--- src/sv/med_pkg.sv ---
`timescale 1ns / 1ps
// Shared types, constants and register indexes of the multiband energy detector.
// Depends on nothing; every other file of the block uses it by scoped names.
package med_pkg;

    localparam int SAMPLE_WIDTH = 16;
    localparam int MAX_STREAMS  = 4;
    localparam int MAX_BINS_DEF = 4096;

    localparam int CNT_W      = 13;             // bins_per_stream and fft_size
    localparam int SC_W       = 3;              // stream_count
    localparam int STREAM_W   = 2;              // stream_index
    localparam int WORD_W     = 32;             // threshold, inverse variance, results
    localparam int E_W        = 2 * SAMPLE_WIDTH;
    localparam int SUM_W      = 44;
    localparam int DVD_W      = SUM_W;
    localparam int DVS_W      = 2 * CNT_W;
    localparam int PROD_W     = 2 * WORD_W;
    localparam int CFG_IDX_W  = 4;
    localparam int CFG_DATA_W = 32;

    localparam logic [CFG_IDX_W-1:0] CFG_BINS_PER_STREAM  = CFG_IDX_W'(0);
    localparam logic [CFG_IDX_W-1:0] CFG_STREAM_COUNT     = CFG_IDX_W'(1);
    localparam logic [CFG_IDX_W-1:0] CFG_FFT_SIZE         = CFG_IDX_W'(2);
    localparam logic [CFG_IDX_W-1:0] CFG_DETECT_THRESHOLD = CFG_IDX_W'(3);
    localparam logic [CFG_IDX_W-1:0] CFG_INV_NOISE_VAR_0  = CFG_IDX_W'(4);
    localparam logic [CFG_IDX_W-1:0] CFG_INV_NOISE_VAR_1  = CFG_IDX_W'(5);
    localparam logic [CFG_IDX_W-1:0] CFG_INV_NOISE_VAR_2  = CFG_IDX_W'(6);
    localparam logic [CFG_IDX_W-1:0] CFG_INV_NOISE_VAR_3  = CFG_IDX_W'(7);

    localparam logic [CNT_W-1:0]  RST_BINS_PER_STREAM  = CNT_W'(1024);
    localparam logic [SC_W-1:0]   RST_STREAM_COUNT     = SC_W'(1);
    localparam logic [CNT_W-1:0]  RST_FFT_SIZE         = CNT_W'(4096);
    localparam logic [WORD_W-1:0] RST_DETECT_THRESHOLD = WORD_W'(0);
    localparam logic [WORD_W-1:0] RST_INV_NOISE_VAR    = WORD_W'(65536);

    typedef struct packed {
        logic signed [SAMPLE_WIDTH-1:0] i_sample;
        logic signed [SAMPLE_WIDTH-1:0] q_sample;
    } in_word_t;

    typedef struct packed {
        logic [STREAM_W-1:0] stream_index;
        logic [WORD_W-1:0]   normalized_energy;
        logic [WORD_W-1:0]   noise_ratio;
        logic                detected;
        logic                config_error;
        logic                last_result;
    } out_word_t;

    typedef enum logic [3:0] {
        ST_RUN,
        ST_TRK_GO,
        ST_TRK_WAIT,
        ST_DRAIN,
        ST_DIV_GO,
        ST_DIV_WAIT,
        ST_MUL,
        ST_SAT,
        ST_ERR,
        ST_OUT
    } state_t;

    typedef struct packed {
        logic                accept;
        logic                trk_start;
        logic                trk_load;
        logic                frm_start;
        logic                ne_load;
        logic                mul_load;
        logic                out_load;
        logic                out_err;
        logic                clear_sums;
        logic [STREAM_W-1:0] stream;
    } cmd_t;

    typedef struct packed {
        logic frame_end;
        logic cfg_ok;
        logic div_done;
        logic out_taken;
        logic out_last;
    } stat_t;

endpackage

--- src/sv/med_ctrl.sv ---
`timescale 1ns / 1ps
// Controller state machine: bin intake, window re-sync after register writes,
// and the per-stream divide, scale and output sequence. Uses med_pkg.
module med_ctrl (
    input  logic           aclk,
    input  logic           aresetn,
    input  logic           s_valid,
    output logic           s_ready,
    input  logic           cfg_we,
    input  med_pkg::stat_t stat,
    output med_pkg::cmd_t  cmd
);

    localparam int STREAM_W = med_pkg::STREAM_W;

    med_pkg::state_t     state_reg, state_next;
    logic                dirty_reg, dirty_next;
    logic [STREAM_W-1:0] stream_reg, stream_next;
    logic                ready_int;
    logic                accept;

    always_comb begin
        ready_int = (state_reg == med_pkg::ST_RUN) && !dirty_reg;
        accept    = s_valid && ready_int;
    end

    // next state
    always_comb begin
        state_next  = state_reg;
        stream_next = stream_reg;
        dirty_next  = dirty_reg;
        case (state_reg)
            med_pkg::ST_RUN: begin
                if (accept && stat.frame_end) begin
                    stream_next = '0;
                    state_next  = stat.cfg_ok ? med_pkg::ST_DRAIN : med_pkg::ST_ERR;
                end else if (dirty_reg) begin
                    state_next = med_pkg::ST_TRK_GO;
                end
            end
            med_pkg::ST_TRK_GO: begin
                dirty_next = 1'b0;
                state_next = med_pkg::ST_TRK_WAIT;
            end
            med_pkg::ST_TRK_WAIT: begin
                if (stat.div_done) begin
                    state_next = med_pkg::ST_RUN;
                end
            end
            med_pkg::ST_DRAIN:    state_next = med_pkg::ST_DIV_GO;
            med_pkg::ST_DIV_GO:   state_next = med_pkg::ST_DIV_WAIT;
            med_pkg::ST_DIV_WAIT: begin
                if (stat.div_done) begin
                    state_next = med_pkg::ST_MUL;
                end
            end
            med_pkg::ST_MUL: state_next = med_pkg::ST_SAT;
            med_pkg::ST_SAT: state_next = med_pkg::ST_OUT;
            med_pkg::ST_ERR: state_next = med_pkg::ST_OUT;
            med_pkg::ST_OUT: begin
                if (stat.out_taken) begin
                    if (stat.out_last) begin
                        state_next = med_pkg::ST_RUN;
                    end else begin
                        stream_next = stream_reg + STREAM_W'(1);
                        state_next  = med_pkg::ST_DIV_GO;
                    end
                end
            end
            default: state_next = med_pkg::ST_RUN;
        endcase
        if (cfg_we) begin
            dirty_next = 1'b1;
        end
    end

    // outputs
    always_comb begin
        cmd            = '0;
        cmd.stream     = stream_reg;
        cmd.accept     = accept;
        case (state_reg)
            med_pkg::ST_TRK_GO:   cmd.trk_start = 1'b1;
            med_pkg::ST_TRK_WAIT: cmd.trk_load  = stat.div_done;
            med_pkg::ST_DIV_GO:   cmd.frm_start = 1'b1;
            med_pkg::ST_DIV_WAIT: cmd.ne_load   = stat.div_done;
            med_pkg::ST_MUL:      cmd.mul_load  = 1'b1;
            med_pkg::ST_SAT:      cmd.out_load  = 1'b1;
            med_pkg::ST_ERR: begin
                cmd.out_load = 1'b1;
                cmd.out_err  = 1'b1;
            end
            med_pkg::ST_OUT:      cmd.clear_sums = stat.out_taken && stat.out_last;
            default: ;
        endcase
    end

    always_ff @(posedge aclk) begin
        if (!aresetn) begin
            state_reg  <= med_pkg::ST_RUN;
            dirty_reg  <= 1'b0;
            stream_reg <= '0;
        end else begin
            state_reg  <= state_next;
            dirty_reg  <= dirty_next;
            stream_reg <= stream_next;
        end
    end

    assign s_ready = ready_int;

endmodule

--- config.mk ---
export PLATFORM = sky130hd
export DESIGN_NAME = med_ctrl
export DESIGN_NICKNAME = d
export VERILOG_FILES = /design/src/sv/med_pkg.sv /design/src/sv/med_ctrl.sv
export SDC_FILE = /design/constraint.sdc
export NUM_CORES = 1
export LEC_CHECK = 0
export ABC_AREA = 0
export BUFFER_PORTS_ARGS = -buffer_cell sky130_fd_sc_hd__buf_4
export CAP_MARGIN = 20
export CORE_AREA = 10 10 47 49
export CTS_CLUSTER_SIZE = 10
export DETAILED_ROUTE_END_ITERATION = 8
export DIE_AREA = 0 0 57 59
export PLACE_DENSITY = 0.71
export SLEW_MARGIN = 10
export SYNTH_ARGS = -nofsm -noshare
export SYNTH_HDL_FRONTEND = slang
export SYNTH_SLANG_ARGS = --single-unit
--- constraint.sdc ---
create_clock -name aclk -period 3.25 [get_ports aclk]
set_clock_uncertainty 0.05 [all_clocks]
set_input_delay 0.4875 -clock aclk [delete_from_list [all_inputs] [get_ports aclk]]
set_output_delay 0.4875 -clock aclk [all_outputs]
set_load 0.01 [all_outputs]
# ---- Word level (Yosys, flattened, before mapping)
# Cells that the tools add are included.
dict set report word_totals {
  in_bits 9
  output_inout_bits 12
  elab_cells 52
  reg_bits 7
}
dict set report classes {
  eq_ne 15
  add_sub_neg 1
  n_reduce_logical 11
  muxes 22
}
# operator count
set ops {}
lappend ops {{one-hot mux 4 bit (9 select lines)} 1}
lappend ops {{two-way mux 4 bit} 6}
lappend ops {{== test 4 x 3 -> 1 bit, second input constant} 4}
lappend ops {{two-way mux 1 bit} 10}
lappend ops {{== test 4 x 2 -> 1 bit, second input constant} 2}
lappend ops {{== test 4 bit, second input constant} 2}
lappend ops {{inequality test 2 bit, second input constant} 4}
lappend ops {{AND reduction 4 bit} 2}
lappend ops {{two-way mux 2 bit} 3}
lappend ops {{== test 4 x 1 -> 1 bit, second input constant} 1}
lappend ops {{logical AND 1 bit} 4}
lappend ops {{logical NOT 4 bit} 1}
lappend ops {{one-hot mux 2 bit (2 select lines)} 1}
lappend ops {{nonzero test 2 bit} 2}
lappend ops {{two-way mux 3 bit} 1}
lappend ops {{inequality test 3 x 2 -> 1 bit, second input constant} 1}
lappend ops {{adder 2 x 1 -> 2 bit, second input constant} 1}
lappend ops {{inequality test 2 x 1 -> 1 bit, second input constant} 1}
lappend ops {{OR reduction 2 bit} 1}
lappend ops {{logical NOT 1 bit} 1}

# ---- Depth between registers and ports, before layout
# Gate-level depths: netlist (run 1).
dict set report depth {
  word_depth 6
  mapped_depth 5
  depth_no_buf 4
}

# ---- Least setup slack after synthesis (run 1)
# Ideal clock, no wire load.
dict set report synth_path {
  path_type {register to output}
  start {reg state_reg[2]}
  end {out cmd[4] in the netlist's numbering}
  slack_ns 1.742
  stages_incl_launch_ff 4
  t_required_ns 2.712
  path_buffers 0
  arrival_ns 0.970
  cell_sequence {dfxtp_1 nor3_2 and2_1 a31o_1}
}
# element line_no
set synth_lines {}
lappend synth_lines {{start, declared} med_ctrl.sv:16} ;# med_pkg::state_t state_reg, state_next;
lappend synth_lines {{start signal, assigned} med_ctrl.sv:100} ;# state_reg <= med_pkg::ST_RUN;
lappend synth_lines {{start signal, assigned} med_ctrl.sv:104} ;# state_reg <= state_next;
lappend synth_lines {{end, declared} med_ctrl.sv:11} ;# output med_pkg::cmd_t cmd

==> impl.org, run 1 <==
** Outcome
- Result of the run :: complete, no violations

** GRT
- Entering global routing, the biggest net connects 15 pins.
- Global routing used 9.12% of the available tracks across all layers.
- The number of global-route vias before repair was 555.
- Remaining global-route overflow :: 0
- The first global-routing pass estimated 2570 um of wire.
- The initial antenna violation count is 0.

** Setup path
- On the critical path the largest part of the delay comes from simple AND/OR/NAND/NOR gates.
- Nature of the critical path endpoint :: output pin
- By startpoint and endpoint, the worst setup path is classified as reg2out.
- Worst EP required :: 2.71 ns
- The worst register-to-register path begins at state_reg[2]$_SDFFE_PN0P_.
- Library cell contributing the largest single delay on the critical path :: sky130_fd_sc_hd__dfxtp_1
- Total number of cells along the worst setup path :: 4
- In this run the worst setup path terminates at cmd[4].
- For the worst flop-to-flop path, the logic depth is 4.
- Worst setup startpoint :: state_reg[2]$_SDFFE_PN0P_
- Critical Path, Cell by Cell :: nor3_2, and2_1, a31o_1, buf_4
- Top fanout value on the critical path :: 12
- The setup check on the worst reg-to-reg path leaves a slack of 1.67 ns.
- Sum of buffers and inverters on the critical path :: 1
- Delay of the slowest cell on the worst path :: 0.42 ns
- Worst EP arrival :: 1.51 ns
- The endpoint identified for the worst register-to-register timing path is state_reg[1]$_SDFFE_PN0P_.
- Critical path startpoint category :: flip-flop

** Floorplan
- During I/O placement, the number of pins put on the boundary was 21.
- For this configuration, the core starts out at a cell density of 40.1%.
- The die is 59 um tall.
- Placeable core region :: 1400 um2
- Total Die Area :: 3360 um2
- The floorplan step set the die width to 57 um.
- After floorplanning, the core was divided into 14 placement rows.

** Clock network
- H-Tree Level Count :: 1
- Clock-pin slew on the worst setup and hold paths :: 0.06 ns
- Post-CTS repair changed the size of 0 cells.
- Counting every sink on the clock net gives 7.
- Cell chosen for the clock root :: sky130_fd_sc_hd__clkbuf_4
- TritonCTS clock tree :: built
- Clock latency on the worst-skew pair, taken at its later pin, is 0.26 ns.
- Max Buffers Root-to-Sink :: 2
- Hold buffer count at CTS :: 0
- After clock tree synthesis, the setup repair step added 0 buffers.
- TritonCTS buffer count :: 3

** Routing
- In this run the remaining antenna-violating nets after routing total 0.
- Wire length reported by the detailed router :: 1540 um
- 1st-pass router iterations :: 4
- Detailed-route DRC error count :: 0
- Dividing the detail-routed via count by the number of cells gives 5.31.
- The routed layout has 579 vias.
- Starting DRC count in detailed routing :: 16
- After detailed routing, the average wire length per cell comes to 14.2 um.

** Cells and area
- Flip-flop count of the largest register after layout :: 4
- Nets :: 103
- 0 antenna diodes ended up in the layout.
- In the final layout, the share of cells above drive strength 1 is 28.0%.
- The library cell used most frequently in the layout, excluding fill and tap cells, is sky130_fd_sc_hd__buf_4.
- Final core utilization :: 51.8%
- Post-route insts no fill :: 109
- The area growth from synthesis to layout is 29.2%.
- The library cells used most frequently in the layout, excluding fill and tap cells, are sky130_fd_sc_hd__buf_4, sky130_fd_sc_hd__nor2_1, sky130_fd_sc_hd__dfxtp_1.
- The finished cells cover 726 um2.

** Synth
- Synthesis inferred 7 register bits.
- Warnings from Yosys :: 0
- In the synthesized netlist the dominant register cell turns out to be sky130_fd_sc_hd__dfxtp_1.
- Average cell area after synthesis :: 7.59 um2
- The synthesized design devotes to its leading area cell type 24.9% of total area.
- After synthesis, the netlist uses 37 different library cells.
- Biggest area consumer among synthesized cells :: sky130_fd_sc_hd__dfxtp_1
- Post-Synthesis Cells :: 74
- Area of the mapped netlist :: 562 um2
- Summing the sequential cell areas from Yosys gives 24.9% of the chip area.
- By area the synthesized netlist is led by sky130_fd_sc_hd__dfxtp_1, sky130_fd_sc_hd__nor2_1, sky130_fd_sc_hd__and3_1.
- Post-Synthesis Net Count :: 83
- Proportion of synthesized flip-flops having asynchronous set or reset :: 0%
- Yosys mapped a number of flops with a built-in enable equal to 0.

** STA
- Unrepaired setup endpoints after global routing :: false
- Final number of max-transition violations :: 0
- Post-route setup slack :: 1.20 ns
- Counting I/O delays and the setup requirement, the final critical path takes 2.05 ns.
- Slew at the pin with the worst max-slew slack :: 0.393 ns
- Setup TNS :: 0 ns
- Setup violations remaining at the end of the flow were counted as 0.
- Headroom to the max-slew limit came out at 73.8%.
- Dividing the final minimum period by the clock period gives 63.1%.
- Number of hold violations in the final report :: 0
- Highest achievable clock rate :: 0.488 GHz

** Pwr
- The worst-case IR drop observed on VDD is 0.240 mV.
- Leakage power summed over all cells :: 0.000315 uW
- Ratio of total power to cell area :: 440 nW/um2

** Placement
- Final GP Congestion :: 0.830
- The number of placed instances, taps included, is 105.
- Minimum setup slack after placement :: 1.51 ns
- During placement, the flow inserted port buffers numbering 20.
- DP Wirelength :: 1210 um
- Post-detailed-placement cell area :: 699 um2

** Flow run
- Max-capacitance violation count :: 0

** Worst hold path
- The worst hold path belongs to the class in2reg.
-- area by class of cell --
type / count / area, um2
Sequential cell: 7 / 140
Clock buffer: 4 / 26.3
Timing Repair Buffer: 20 / 150
Multi-Input combinational cell: 58 / 374
Inverter: 4 / 15.0
Fill cell: 145 / 676
Tap cell: 16 / 20.0
-- worst register-to-register path: cells and delay by family, from the launching register on --
family | cells | cell delay (ns)
flops | 1 | 0.42
simple gates | 2 | 0.52
compound gates | 2 | 0.45
-- synth_stat cells (all sizes together) (2+ instances only) --
| cell | n |
|---|---|
| nor3 | 5 |
| o21ai | 3 |
| nand2 | 3 |
| inv | 4 |
| a21oi | 3 |
| nor2 | 7 |
| and2 | 2 |
| and3 | 4 |
| nor3b | 2 |
| dfxtp | 7 |
| nor2b | 3 |
| nand2b | 2 |
| nand3 | 3 |
| nand3b | 3 |
| buf | 5 |
-- per-stage QoR --
step / total power (uW) / hold slack (ns)
2_1_floorplan: 195 / 0.447
3_3_place_gp: 233 / 0.417
3_5_place_dp: 234 / 0.432
4_1_cts: 320 / 0.390
5_1_grt: 340 / 0.392
6_report: 319 / 0.395
-- worst min path at each step --
stage / startpoint / to / depth (start not counted)
after floorplan: stream_reg[1]$_SDFFE_PN0P_ / stream_reg[1]$_SDFFE_PN0P_ / 2
after global placement: stream_reg[1]$_SDFFE_PN0P_ / stream_reg[1]$_SDFFE_PN0P_ / 2
after detailed placement: stream_reg[1]$_SDFFE_PN0P_ / stream_reg[1]$_SDFFE_PN0P_ / 2
after CTS: cfg_we / dirty_reg$_SDFFE_PN0P_ / 2
after global routing: cfg_we / dirty_reg$_SDFFE_PN0P_ / 2
final: cfg_we / dirty_reg$_SDFFE_PN0P_ / 2
-- logic make-up after synthesis --
| logic type | share of synthesized area [%] |
|---|---|
| compound gates | 23.4 |
| simple gates | 41.6 |
| xor+xnor | 1.56 |
| buf+inv | 8.46 |
| flops | 24.9 |
-- per-layer routing --
layer  routed length, um  vias up  global-route usage (%)
met1                 682      260                    11.4
met2                 769        9                    14.3
met3                  72        2                    3.00
met5                   0        -                       0
met4                  18        0                    3.02
li1                    -      308                       -
-- where the power goes --
part	internal, uW	leakage (uW)	switching (uW)
registers	93.6	0.0000571	19.3
clock network	47.3	0.0000150	39.3
logic	57.8	0.000243	61.9
total	199	0.000315	120
Note: power is estimated with default switching activity, not from simulation.
==> run 2, diff against run 1 <==
==> constraint.sdc (replaced) <==
create_clock -name aclk -period 2.1 [get_ports aclk]
set_clock_uncertainty 0.05 [all_clocks]
set_input_delay 0.315 -clock aclk [delete_from_list [all_inputs] [get_ports aclk]]
set_output_delay 0.315 -clock aclk [all_outputs]
set_load 0.01 [all_outputs]
==> run 2 against run 1 <==
Net effect:
- final area unchanged
- critical endpoint unchanged
- critical path type unchanged
- combinational power is 53% higher
- total power grew 52%
- highest routed layer unchanged
- utilization did not move
- largest power group unchanged
- sequential share of layout area unchanged
- register-to-register slack worse by 1.1 ns
- hold slack got worse by 0.18 ns
==> impl.org, run 2 (synthesis results as in run 1) <==
** Cells and area
- The final standard cell count with taps included and fillers excluded came to 109 (unchanged).
- Synth-to-layout area growth :: 29.2% (unchanged)
- The number of flip-flops in the largest register came to 4 (unchanged).
- Diode insertion count for antenna repair :: 0 (unchanged)
- Final core utilization :: 51.8% (unchanged)
- Top library cells by usage in the layout, fill and taps aside :: sky130_fd_sc_hd__buf_4, sky130_fd_sc_hd__nor2_1, sky130_fd_sc_hd__dfxtp_1
- Nets :: 103 (unchanged)
- The layout cell share with drive strength beyond 1 came to 28.0% (unchanged).
- Leading cell type in the layout, fill and taps excluded :: sky130_fd_sc_hd__buf_4

** Placement
- Number of I/O port buffers :: 20 (unchanged)
- Number of placed instances with taps included :: 105 (unchanged)
- The post-DP HPWL was 1270 um (+4.5%).
- Final GP Congestion :: 0.881 (+6.1%)

** Outcome
- The run finished with clean final reports.

** Clock network
- Max Buffers Root-to-Sink :: 2 (unchanged)
- Number of buffers inserted by post-CTS setup repair :: 0 (unchanged)
- TritonCTS built the clock tree.
- Cell chosen for the clock root :: sky130_fd_sc_hd__clkbuf_4
- The latest clock arrival within the worst-skew pair came to 0.25 ns (about the same).
- Hold buffer count at CTS :: 0 (unchanged)
- The number of H-tree branching levels was 1 (unchanged).
- Clock-pin slew on the worst setup and hold paths :: 0.05 ns (about the same)
- The post-cts repair resize count came to 0 (unchanged).
- TritonCTS buffer count :: 3 (unchanged)
- Number of clock sinks :: 7 (unchanged)

** STA
- Unrepaired setup endpoints after global routing :: false
- Setup TNS :: 0 ns (unchanged)
- Minimum clock period :: 1.85 ns
- Final number of max-transition violations :: 0 (unchanged)
- Final hold slack :: 0.219 ns (-0.175 ns)
- Derived from the worst setup path, the maximum achievable clock frequency is 0.541 GHz.
- Final setup violating endpoints :: 0 (unchanged)
- The slew at the pin closest to its max-slew limit was 0.411 ns (+0.0174 ns).
- Number of hold violations in the final report :: 0 (unchanged)
- The relative max-transition margin came to 72.6% (-1.2 points).
- Fin crit share :: 88.0%

** Floorplan
- The starting utilization of the core area came to 40.1% (unchanged).
- Placeable core region :: 1400 um2 (unchanged)
- The total die area came to 3360 um2 (unchanged).
- Die extent in y :: 59 um (unchanged)
- The number of primary I/O pins was 21 (unchanged).
- The width of the die came to 57 um (unchanged).
- Standard-cell row count :: 14 (unchanged)

** Setup path
- The register-to-register path setup slack was 0.57 ns (-1.10 ns).
- The path depth of the worst reg2reg path came to 4 (unchanged).
- Worst EP required :: 1.74 ns (-0.97 ns)
- Top fanout value on the critical path :: 12 (unchanged)
- The startpoint identified for the worst register-to-register timing path is state_reg[2]$_SDFFE_PN0P_.
- Worst EP arrival :: 1.48 ns (-0.03 ns)
- Tracing the worst setup path back leads to its startpoint at state_reg[2]$_SDFFE_PN0P_.
- Critical path startpoint category :: flip-flop
- Setup Crit Path Kind :: reg2out
- Nature of the critical path endpoint :: output pin
- End of the critical path :: cmd[4]
- R2R Path End :: state_reg[3]$_SDFFE_PN0P_

** Routing
- The initial detailed-routing violation count came to 26 (+10).
- The detailed route wirelength on metal3 is 96 um (+33%).
- DR top layer :: met4
- The count of antenna-violating nets left after detailed routing is 0 (unchanged).
- The detailed-routed wire length on met2 was 801 um (+4.2%).
- Average routed wire per standard cell :: 14.4 um (+2.0%)
- Detailed-route DRC error count :: 0 (unchanged)
- The met1 wire length is 650 um (-4.7%).
- 1st-pass router iterations :: 4 (unchanged)
- The wire length reported by the detailed router was 1570 um (+2.0%).
- Via-to-Cell Ratio :: 5.61 (+5.7%)
- Via count :: 612 (+5.7%)

** Flow run
- Max-capacitance violation count :: 0 (unchanged)

** GRT
- The overall track demand over capacity in global routing was 9.20% (+0.082 points).
- The initial antenna violation count is 0 (unchanged).
- The global-route congestion overflow total came to 0 (unchanged).
- Pin count of the biggest net entering global routing :: 15 (unchanged)
- The wire length of the first global-routing pass was 2550 um (-1.0%).
- The number of global-route vias before repair came to 565 (+1.8%).

** Pwr
- Leakage power summed over all cells :: 0.000315 uW (unchanged)
- The power density over the cells came to 669 nW/um2 (+52%).
- The maximum resistive drop on vdd was 0.390 mV (+62%).
- The post-layout total power is 486 uW (+52%).

** Worst hold path
- Class of the worst hold path :: in2reg
run 2: per-stage QoR:
stage / setup WS (ns) / instance area [um2]
floorplan: 0.747 / 562
global placement: 0.551 / 699
finish: 0.251 / 726
global route: 0.107 / 726
CTS: 0.236 / 726
detailed placement: 0.523 / 699
run 2: power by group:
part	internal, uW	leakage, uW	total [uW]	switching, uW
clock	72.7	0.0000150	126	53.4
sequential	145	0.0000571	177	31.7
combinational	89.4	0.000243	183	93.3
total	307	0.000315	486	178
run 2: worst min path at each step:
stage | depth (start not counted) | start | endpoint
6_report | 2 | cfg_we | dirty_reg$_SDFFE_PN0P_
5_1_grt | 2 | cfg_we | dirty_reg$_SDFFE_PN0P_
4_1_cts | 2 | cfg_we | dirty_reg$_SDFFE_PN0P_
3_5_place_dp | 2 | stream_reg[1]$_SDFFE_PN0P_ | stream_reg[1]$_SDFFE_PN0P_
3_3_place_gp | 2 | stream_reg[1]$_SDFFE_PN0P_ | stream_reg[1]$_SDFFE_PN0P_
2_1_floorplan | 1 | aresetn | dirty_reg$_SDFFE_PN0P_
run 2: cell type report:
cell class	instances	area [um2]
sequential	7	140
multi-input combinational	58	374
fill	143	676
clock buffer	4	26.3
inverter	4	15.0
timing repair buffer	20	150
tap	16	20.0
run 2: routing by layer:
| metal | track usage (%) | vias to the layer above |
|---|---|---|
| li1 | - | 309 |
| met4 | 4.03 | 0 |
| met1 | 10.8 | 278 |
| met3 | 3.22 | 5 |
| met2 | 14.7 | 20 |
| met5 | 0 | - |
run 2: worst max-delay path: stages (launching register included):
cell and delay, ns:
sky130_fd_sc_hd__dfxtp_1 0.56, sky130_fd_sc_hd__nor3_2 0.14, sky130_fd_sc_hd__and2_1 0.19, sky130_fd_sc_hd__a31o_1 0.19, sky130_fd_sc_hd__buf_4 0.14
==> run 3, diff against run 2 <==
--- a/config.mk
+++ b/config.mk
@@ -13,6 +13,7 @@
 export DETAILED_ROUTE_END_ITERATION = 8
 export DIE_AREA = 0 0 57 59
 export PLACE_DENSITY = 0.71
+export RECOVER_POWER = 100
 export SLEW_MARGIN = 10
 export SYNTH_ARGS = -nofsm -noshare
 export SYNTH_HDL_FRONTEND = slang
==> run 3 against run 2 <==
Net effect:
- die area unchanged
- non-clock buffer count unchanged
- clock-buffer cell count unchanged
- total power down 3.4%
- register-to-register slack worse by 0.02 ns
- utilization down 3.3 points
- sequential power about the same
==> impl.org, run 3 (synthesis results as in run 1) <==
** Outcome
- The flow ran to the end, and the final reports show no timing, DRC or antenna violations.

** Clock network
- The latest clock arrival within the worst-skew pair came to 0.26 ns (about the same).
- Number of clock sinks :: 7 (unchanged)
- Count of instances resized after the clock tree is built :: 0 (unchanged)
- The maximum clock path buffer count is 2 (unchanged).
- TritonCTS buffer count :: 3 (unchanged)
- The clock slew seen by the registers of the worst setup and hold paths is 0.06 ns (about the same).
- The number of H-tree branching levels was 1 (unchanged).
- CTS placed an instance of sky130_fd_sc_hd__clkbuf_4 at the clock tree root.
- TritonCTS built the clock tree.
- The number of buffers inserted to repair setup after CTS came to 0 (unchanged).
- Hold buffer count at CTS :: 0 (unchanged)

** Cells and area
- Flip-flop count of the largest register after layout :: 4 (unchanged)
- Fraction of layout cells with a size suffix above 1 :: 15.1% (-13 points)
- Top library cells by usage in the layout, fill and taps aside :: sky130_fd_sc_hd__clkbuf_1, sky130_fd_sc_hd__buf_4, sky130_fd_sc_hd__nor2_1, sky130_fd_sc_hd__dfxtp_1
- Diode insertion count for antenna repair :: 0 (unchanged)
- Cell area after layout :: 679 um2 (-6.4%)
- The area growth from synthesis to layout is 20.9%.
- The final layout net count was 103 (unchanged).
- Final core utilization :: 48.5% (-3.3 points)
- Leading cell type in the layout, fill and taps excluded :: sky130_fd_sc_hd__clkbuf_1

** GRT
- The wire length of the first global-routing pass was 2550 um (unchanged).
- Highest-utilization routing layer at the global route stage :: met2
- Total Routing Usage GR :: 9.20% (unchanged)
- Met3 Resource Use GR :: 3.22% (unchanged)
- Vias in the first global route :: 565 (unchanged)
- The largest net degree at the start of global routing is 15 (unchanged).
- The met1 capacity usage during global routing is 10.8% (unchanged).
- GR met2 Demand/Resource :: 14.7% (unchanged)
- Antenna violations before repair :: 0 (unchanged)
- Remaining global-route overflow :: 0 (unchanged)

** STA
- The post-route fraction of the period consumed by the critical path is 88.6% (+0.57 points).
- The clock period minus worst slack came to 1.86 ns (+0.0120 ns).
- The relative max-transition margin came to 72.7% (about the same).
- The number of endpoints failing setup at the final stage was 0 (unchanged).
- Post-route setup slack :: 0.239 ns (-0.0120 ns)
- Final number of max-transition violations :: 0 (unchanged)
- Setup TNS :: 0 ns (unchanged)
- Setup repair after global routing left no endpoint under its margin.
- Number of hold violations in the final report :: 0 (unchanged)
- Slew at the pin with the worst max-slew slack :: 0.410 ns (-0.000915 ns)
- Highest achievable clock rate :: 0.537 GHz (-0.65%)

** Floorplan
- The total number of placement rows is 14 (unchanged).
- The number of primary I/O pins was 21 (unchanged).
- Die Span X :: 57 um (unchanged)
- Placeable core region :: 1400 um2 (unchanged)
- The total die area came to 3360 um2 (unchanged).
- The die extent in y came to 59 um (unchanged).
- The starting utilization of the core area was 40.1% (unchanged).

** Setup path
- In this run the critical register-to-register path is captured at state_reg[3]$_SDFFE_PN0P_.
- Critical path startpoint category :: flip-flop
- In this run the critical register-to-register path is launched from state_reg[2]$_SDFFE_PN0P_.
- Nature of the critical path endpoint :: output pin
- End of the critical path :: cmd[4]
- The data arrival time of the critical path is 1.50 ns (+0.02 ns).
- The path depth of the worst reg2reg path came to 4 (unchanged).
- The critical path is of the reg2out type.
- The largest fanout on the critical path came to 12 (unchanged).
- Worst setup startpoint :: state_reg[2]$_SDFFE_PN0P_
- R2R Setup Slk :: 0.55 ns (-0.02 ns)
- Worst EP required :: 1.74 ns (about the same)

** Pwr
- Leakage power summed over all cells :: 0.000267 uW (-15%)
- Ratio of total power to cell area :: 690 nW/um2 (+3.1%)
- Worst IR drop on VDD :: 0.389 mV (-0.34%)

** Placement
- The cell area reported after detailed placement was 699 um2 (unchanged).
- The weighted congestion reported at the end of routability-driven placement came to 0.881 (unchanged).
- Minimum setup slack after placement :: 0.523 ns (unchanged)
- The count of port buffers added during placement was 20 (unchanged).
- DP Wirelength :: 1270 um (unchanged)

** Routing
- The post-detailed-route wirelength per cell came to 14.5 um (+0.51%).
- Via count :: 604 (-1.3%)
- Via-to-Cell Ratio :: 5.54 (-1.3%)
- The count of antenna-violating nets left after detailed routing came to 0 (unchanged).
- Starting DRC count in detailed routing :: 28 (+7.7%)
- Detailed-route DRC error count :: 0 (unchanged)
- Wire length reported by the detailed router :: 1580 um (+0.51%)
- 1st-pass router iterations :: 4 (unchanged)

** Worst hold path
- Class of the worst hold path :: in2reg

** Flow run
- The max capacitance violation total came to 0 (unchanged).
==> run 3: changes by cell type in the layout (fill, tap and decap cells not counted), sizes merged <==
cell,before,now
clkbuf,4,15
buf,20,9
==> run 3: cell type report <==
cell class / count / area [um2]
Timing Repair Buffer: 20 / 109
Inverter: 4 / 15.0
Clock buffer: 4 / 26.3
Multi-Input combinational cell: 58 / 369
Sequential cell: 7 / 140
Tap cell: 16 / 20.0
Fill cell: 152 / 722
==> run 3: worst min path at each step <==
stage	startpoint	to	slack, ns	cells past startpoint
floorplan	aresetn	dirty_reg$_SDFFE_PN0P_	0.38	1
global placement	stream_reg[1]$_SDFFE_PN0P_	stream_reg[1]$_SDFFE_PN0P_	0.42	2
finish	cfg_we	dirty_reg$_SDFFE_PN0P_	0.22	2
detailed placement	stream_reg[1]$_SDFFE_PN0P_	stream_reg[1]$_SDFFE_PN0P_	0.43	2
CTS	cfg_we	dirty_reg$_SDFFE_PN0P_	0.22	2
global route	cfg_we	dirty_reg$_SDFFE_PN0P_	0.22	2
==> run 3: worst max-delay path, cell delays in order (launching register included) <==
cell and delay (ns):
sky130_fd_sc_hd__dfxtp_1 0.56, sky130_fd_sc_hd__nor3_2 0.14, sky130_fd_sc_hd__and2_0 0.19, sky130_fd_sc_hd__a31o_1 0.20, sky130_fd_sc_hd__buf_4 0.14
==> run 3: through the flow <==
stage | total power, uW | hold slack [ns] | std cells
floorplan | 302 | 0.383 | 74
global placement | 360 | 0.418 | 105
detailed placement | 362 | 0.428 | 105
CTS | 489 | 0.217 | 109
global route | 501 | 0.217 | 109
finish | 469 | 0.218 | 109
==> run 3: report_power, final <==
part | total, uW | switching, uW | leakage, uW | internal, uW
logic | 166 | 91.8 | 0.000195 | 74.0
clock network | 127 | 54.6 | 0.0000150 | 72.8
registers | 176 | 30.7 | 0.0000571 | 145
==> run 3: per-layer routing <==
layer  wire (um)  share of wire [%]
met3          84                5.3
met2         802                 51
met1         669                 42
met4          25                1.6
met5           0                  0
